## src/rtl/tsc_pkg.sv

```systemverilog
package tsc_pkg;

  // grid and coordinate sizing
  localparam int SAMPLES_PER_AXIS = 4;
  localparam int COORD_BITS       = 14;
  localparam int PIXEL_BITS       = 12;
  localparam int COUNT_BITS       = 5;
  localparam int NUM_EDGES        = 3;
  localparam int NUM_SAMPLES      = SAMPLES_PER_AXIS * SAMPLES_PER_AXIS;

  // sub-pixel scale: one unit is 1/(2*SAMPLES_PER_AXIS) pixel
  localparam int SCALE      = 2 * SAMPLES_PER_AXIS;
  localparam int SCALE_BITS = $clog2(SCALE);

  // datapath widths, all exact
  localparam int VERT_W = COORD_BITS + SCALE_BITS;
  localparam int PIX_W  = PIXEL_BITS + SCALE_BITS;
  localparam int DIFF_W = ((VERT_W > PIX_W + 1) ? VERT_W : PIX_W + 1) + 1;
  localparam int PROD_W = 2 * DIFF_W;
  localparam int OFF_W  = DIFF_W + SCALE_BITS + 1;
  localparam int EDGE_W = PROD_W + 2;
  localparam int CNT_W  = $clog2(NUM_SAMPLES + 1);

  // configuration port
  localparam int CFG_IDX_W  = 3;
  localparam int CFG_DATA_W = COORD_BITS;

  localparam logic [CFG_IDX_W-1:0] REG_VERTEX_A_X   = 3'd0;
  localparam logic [CFG_IDX_W-1:0] REG_VERTEX_A_Y   = 3'd1;
  localparam logic [CFG_IDX_W-1:0] REG_VERTEX_B_X   = 3'd2;
  localparam logic [CFG_IDX_W-1:0] REG_VERTEX_B_Y   = 3'd3;
  localparam logic [CFG_IDX_W-1:0] REG_VERTEX_C_X   = 3'd4;
  localparam logic [CFG_IDX_W-1:0] REG_VERTEX_C_Y   = 3'd5;
  localparam logic [CFG_IDX_W-1:0] REG_FRONT_ONLY   = 3'd6;
  localparam logic [CFG_IDX_W-1:0] REG_MULTISAMPLE  = 3'd7;

  // edge k runs from vertex k to vertex EDGE_END[k]
  localparam int EDGE_END [NUM_EDGES] = '{1, 2, 0};

  typedef logic signed [COORD_BITS-1:0] tsc_coord_t;
  typedef logic signed [VERT_W-1:0]     tsc_vert_t;
  typedef logic        [PIX_W-1:0]      tsc_pix_t;
  typedef logic signed [DIFF_W-1:0]     tsc_diff_t;
  typedef logic signed [PROD_W-1:0]     tsc_prod_t;
  typedef logic signed [OFF_W-1:0]      tsc_off_t;
  typedef logic signed [EDGE_W-1:0]     tsc_edge_t;
  typedef logic        [CNT_W-1:0]      tsc_cnt_t;

  typedef struct packed {
    logic [PIXEL_BITS-1:0] pixel_x;
    logic [PIXEL_BITS-1:0] pixel_y;
  } tsc_in_t;

  typedef struct packed {
    logic [COUNT_BITS-1:0] covered_samples;
    logic                  pixel_covered;
  } tsc_out_t;

  typedef struct packed {
    logic front_only;
    logic multisample_enable;
  } tsc_mode_t;

endpackage

```

## src/rtl/tsc_sample_eval.sv

```systemverilog
module tsc_sample_eval (
  input  tsc_pkg::tsc_edge_t edge_val [tsc_pkg::NUM_EDGES],
  input  tsc_pkg::tsc_off_t  off_val  [tsc_pkg::NUM_EDGES][tsc_pkg::NUM_SAMPLES],
  input  tsc_pkg::tsc_off_t  ctr_val  [tsc_pkg::NUM_EDGES],
  input  tsc_pkg::tsc_mode_t mode,
  output tsc_pkg::tsc_out_t  result
);

  logic [tsc_pkg::NUM_SAMPLES-1:0] ms_in;
  logic [tsc_pkg::NUM_EDGES-1:0]   ctr_flag;
  logic                            ss_in;
  tsc_pkg::tsc_cnt_t               cnt;

  // grid samples: either facing
  for (genvar k = 0; k < tsc_pkg::NUM_SAMPLES; k++) begin : g_smp
    logic [tsc_pkg::NUM_EDGES-1:0] flag;
    for (genvar e = 0; e < tsc_pkg::NUM_EDGES; e++) begin : g_edge
      tsc_pkg::tsc_edge_t sum;
      assign sum     = edge_val[e] + tsc_pkg::tsc_edge_t'(off_val[e][k]);
      assign flag[e] = ~sum[tsc_pkg::EDGE_W-1];
    end
    assign ms_in[k] = (&flag) | ~(|flag);
  end

  // centre sample
  for (genvar e = 0; e < tsc_pkg::NUM_EDGES; e++) begin : g_ctr
    tsc_pkg::tsc_edge_t sum;
    assign sum         = edge_val[e] + tsc_pkg::tsc_edge_t'(ctr_val[e]);
    assign ctr_flag[e] = ~sum[tsc_pkg::EDGE_W-1];
  end

  assign ss_in = mode.front_only ? (&ctr_flag) : ((&ctr_flag) | ~(|ctr_flag));

  always_comb begin
    if (mode.multisample_enable) begin
      cnt = tsc_pkg::tsc_cnt_t'($countones(ms_in));
    end else begin
      cnt = tsc_pkg::tsc_cnt_t'(ss_in);
    end
  end

  assign result.covered_samples = tsc_pkg::COUNT_BITS'(cnt);
  assign result.pixel_covered   = (cnt != '0);

endmodule

```

## config.mk

```make
export PLATFORM = sky130hd
export DESIGN_NAME = tsc_sample_eval
export DESIGN_NICKNAME = d
export VERILOG_FILES = /design/src/rtl/tsc_pkg.sv /design/src/rtl/tsc_sample_eval.sv
export SDC_FILE = /design/constraint.sdc
export NUM_CORES = 2
export LEC_CHECK = 0
export ABC_AREA = 1
export BUFFER_PORTS_ARGS = -buffer_cell sky130_fd_sc_hd__buf_2
export CORE_AREA = 2 2 484 486
export DETAILED_ROUTE_END_ITERATION = 6
export DIE_AREA = 0 0 486 488
export GPL_TIMING_DRIVEN = 0
export PLACE_DENSITY = 0.48
export SLEW_MARGIN = 20
export SYNTH_ARGS = -nofsm -noshare
export SYNTH_HDL_FRONTEND = slang
export SYNTH_SLANG_ARGS = --single-unit
```

## constraint.sdc

```tcl
create_clock -name vclk -period 15.4
set_input_delay 3.08 -clock vclk [all_inputs]
set_output_delay 3.08 -clock vclk [all_outputs]
set_load 0.01 [all_outputs]
```

Word level (Yosys, flattened, before mapping):

Cells that the tools add are included.
W data, S select, Z words.

* register bits after elaboration: 0
* latch bits: 0
* bits in writable memories: 0
* memory bits (read-only): 0
* input bits: 1238
* output and inout bits: 6
* word-level logic and storage cells: 188
* memories kept: 0

* add/sub/neg operators: 66
* multipliers: 0
* div/mod/pow operators: 0
* order comparisons: 0
* equality and inequality tests: 0
* shift operators: 0
* muxes and demuxes: 2
* bitwise logic cells: 85
* reduce and logical (&&, ||, !) cells: 35

Operators by type and width (number)
* $add A38 B22 Y38: 51
* $not A1 Y1: 68
* $reduce_and A3 Y1: 17
* $reduce_or A3 Y1: 17
* $or A1 B1 Y1: 17
* $add A1 B1 Y2: 8
* $add A2 B2 Y3: 4
* $add A3 B3 Y4: 2
* $add A4 B4 Y5: 1
* $mux W5: 1
* $reduce_bool A5 Y1: 1
* $mux W1: 1

Logic depth before layout (Yosys ltp):

* depth after elaboration: 11
* depth in mapped cells: 32
* gate-level depth less buffers: 32

Worst setup path before layout:

OpenSTA, ideal clock, no wires.

* path kind: input -> output
* start: in edge_val[74] in the netlist's numbering
* end: out result[0] in the netlist's numbering
* data arrival time: 7892 ps
* setup slack: 4428 ps
* stages: 28
* cells stage by stage: ha_1 > nand2_1 > nor2_1 > nand4_1 > nor3_1 > nand4_1 > nand3_1 > nand2_1 > nand2_1 > nand3_1 > nand2_1 > nand2_1 > fa_1 > inv_1 > fa_1 > fa_1 > inv_1 > fa_1 > inv_1 > ha_1 > fa_1 > nand2_1 > inv_1 > nor3_1 > nor3_1 > o21ai_0 > inv_1 > nand3_1

RTL lines
* start: declaration: RTL line tsc_sample_eval.sv:2 `input tsc_pkg::tsc_edge_t edge_val [tsc_pkg::NUM_EDGES],`
* end: declaration: RTL line tsc_sample_eval.sv:6 `output tsc_pkg::tsc_out_t result`

==> metrics.md <==
| Metric | Value |
|---|---|
| FP Rows | `177` |
| Post-route clock period utilization | `0.861` |
| DR pass1 iterations | `5` |
| Worst Tran Pin Value | `1330 ps` |
| Via count | `48400` |
| Power per cell area | `35.2 mW/mm2` |
| CP Data Arrival Time | `10180 ps` |
| Pleak | `27.8 nW` |
| Resized Gates After CTS | `0` |
| Initial antenna violation count | `100` |
| Storage cell area | `0 um2` |
| RSZ-0062 raised after global routing | `false` |
| IR drop worst, VDD | `48.0 uV` |
| Routed WL | `230000 um` |
| Fin. max-slew vios | `0` |
| Post-route DRC | `0` |
| Final #Nets | `10200` |
| Worst path bufs/invs | `7` |
| Status | `finished, final reports clean` |
| Post-DP HPWL | `198000 um` |
| Post-CTS Repair Setup Buffers | `0` |
| Vias per std cell | `4.75` |
| Remaining antenna violation count | `0` |
| CP startpoint kind | `input pin` |
| Critical Path End Type | `output port` |
| WHS Endpoint | `result[2]` |
| Finish-stage setup viols | `0` |
| CP Class | `input pin to output port` |
| Netlist cell types | `44` |
| Mapped Avg Cell Area | `7.27 um2` |
| Post-Syn Nets | `8927` |
| Tmin final | `13260 ps` |
| Fin util | `0.227` |
| Required @ worst endpoint | `12320 ps` |
| Largest stage delay on the critical path | `650 ps` |
| Hold Crit Start | `mode[0]` |
| Seq cells | `0` |
| Inst Count DP | `10100` |
| Post-DR wirelength/cell | `22.6 um` |
| Post-synthesis sequential area ratio | `0` |
| Max Cap Viol | `0` |
| Hold WC Path Type | `input pin to output port` |
| Critical path's most frequent cell | `nand2_1` |
| F_max | `0.0754 GHz` |
| Core ar. | `0.232 mm2` |
| Io pins | `1244` |
| Rel. slew slack | `0.115` |
| Synthesis Warnings | `0` |
| Buffers on Ports | `1238` |
| Gpl congestion | `0.954` |
| Setup_tns | `0 ps` |
| Vias in the first global route | `47700` |
| Hold Fails Final Rpt | `0` |
| Area growth from synthesis to layout | `24.2%` |
| Max FO, Critical Path | `17` |
| Clk_buf instances | `0` |
| Die height | `488 um` |
| Starting Density | `0.183` |
| Gr usage total | `0.185` |
| Largest net degree at the start of global routing | `18` |
| Cells after Synth | `5838` |
| CP max stage cell | `nor4_1` |
| Most frequent cells in the layout | `1841 x ha_1, 1291 x nand2_1, 1241 x buf_2, 939 x a21oi_1, 307 x inv_1` |
| Die area | `0.237 mm2` |
| DIE WIDTH | `486 um` |
| CP delay by family, top | `simple AND/OR/NAND/NOR gates` |
| Starting DRC count in detailed routing | `2193` |
| Hold Crit Depth | `4` |
| Fin cells | `10200` |
| Post-CTS Hold Buffers | `0` |
| First-pass GRT wire length | `320000 um` |
| Gr ovfl total | `0` |
| Synth Cell Area | `0.0424 mm2` |
| Layout cells sized above 1 | `0.188` |
| Most common cell after layout, fill and taps aside | `ha_1` |
## tightest hold or removal path, cell delays in order
cell and delay, ps:
buf_2 120, nand2_1 60, inv_1 50, buf_2 150
## per-layer routing
metal | share of wire | vias to the layer above | global-route usage | wire length [um]
met3 | 0.055 | 386 | 0.0262 | 12700
met4 | 0.066 | 48 | 0.101 | 15200
met5 | 0.0014 | - | 0 | 329
met1 | 0.39 | 22200 | 0.206 | 90600
li1 | - | 24200 | - | -
met2 | 0.48 | 1517 | 0.335 | 111000
## synth_stat cells, types with 2 or more instances
library cell / number / area share
o21bai_1: 7 / 0.0012
nor4_4: 4 / 0.0020
a31oi_1: 11 / 0.0016
nand3_1: 176 / 0.021
buf_6: 2 / 0.00053
xor2_1: 26 / 0.0054
nand3b_1: 5 / 0.00088
a21oi_1: 939 / 0.11
a211oi_1: 4 / 0.00071
nand2_2: 3 / 0.00044
inv_2: 2 / 0.00018
nand2_1: 1291 / 0.11
or2_1: 2 / 0.00029
nor3_1: 50 / 0.0059
o21ai_0: 275 / 0.032
ha_1: 1841 / 0.54
nor4_1: 15 / 0.0022
nor4_2: 23 / 0.0068
o221ai_1: 48 / 0.0099
xnor2_1: 25 / 0.0052
inv_1: 307 / 0.027
nand4_1: 269 / 0.040
nor4b_2: 2 / 0.00071
nand4_2: 4 / 0.0012
buf_4: 7 / 0.0012
and3_1: 5 / 0.00074
a21o_1: 29 / 0.0051
o211ai_1: 57 / 0.010
nor3b_2: 8 / 0.0024
nor2_1: 290 / 0.026
o21ai_1: 21 / 0.0025
buf_2: 3 / 0.00035
fa_1: 10 / 0.0047
nor2_2: 6 / 0.00088
nand3_2: 7 / 0.0017
o21a_1: 56 / 0.0099
## cells by family (layout without fill, tap and decap cells)
logic type / after synthesis / in the layout / share of synthesized area
and+or+nand+nor: 2166 / 2166 / 0.228
xor gates and xnor gates: 51 / 51 / 0.0105
adders and majority gates: 1851 / 1851 / 0.548
AOI/OAI and AO/OA: 1449 / 1449 / 0.185
buffers and inverters: 321 / 1563 / 0.0295
other: 0 / 59 / 0
## power by group
part	internal, mW	switching (mW)	total [mW]
combinational	0.694	1.16	1.85
clock	0.000000331	0	0.000000331
sequential	0	0	0
## final cells by class
class              instances  area [um2]
diodes                    59         148
plain buffers             12        90.1
fillers                25900      179000
inverters                309        1160
multi-input cells       5517       41200
well taps               3043        3810
repair buffers          1242        6230
## worst max-delay path by stage
stage                 start         to  slack [ps]  cells past startpoint
6_report       edge_val[56]  result[0]        2140                     30
5_1_grt        edge_val[18]  result[0]        1690                     29
4_1_cts        edge_val[56]  result[0]        1950                     30
3_5_place_dp   edge_val[56]  result[0]        1980                     30
3_3_place_gp   edge_val[14]  result[0]        1790                     29
2_1_floorplan  edge_val[74]  result[0]        4430                     28
## through the flow
step | power (mW) | setup WS, ps | hold slack [ps] | cell area [um2]
2_1_floorplan | 1.03 | 4430 | 6260 | 42400
3_3_place_gp | 1.81 | 1790 | 6550 | 52400
5_1_grt | 2.14 | 1690 | 6560 | 52600
4_1_cts | 1.89 | 1950 | 6550 | 52500
3_5_place_dp | 1.89 | 1980 | 6550 | 52500
6_report | 1.85 | 2140 | 6540 | 52700
(Power assumes the default switching activity.)
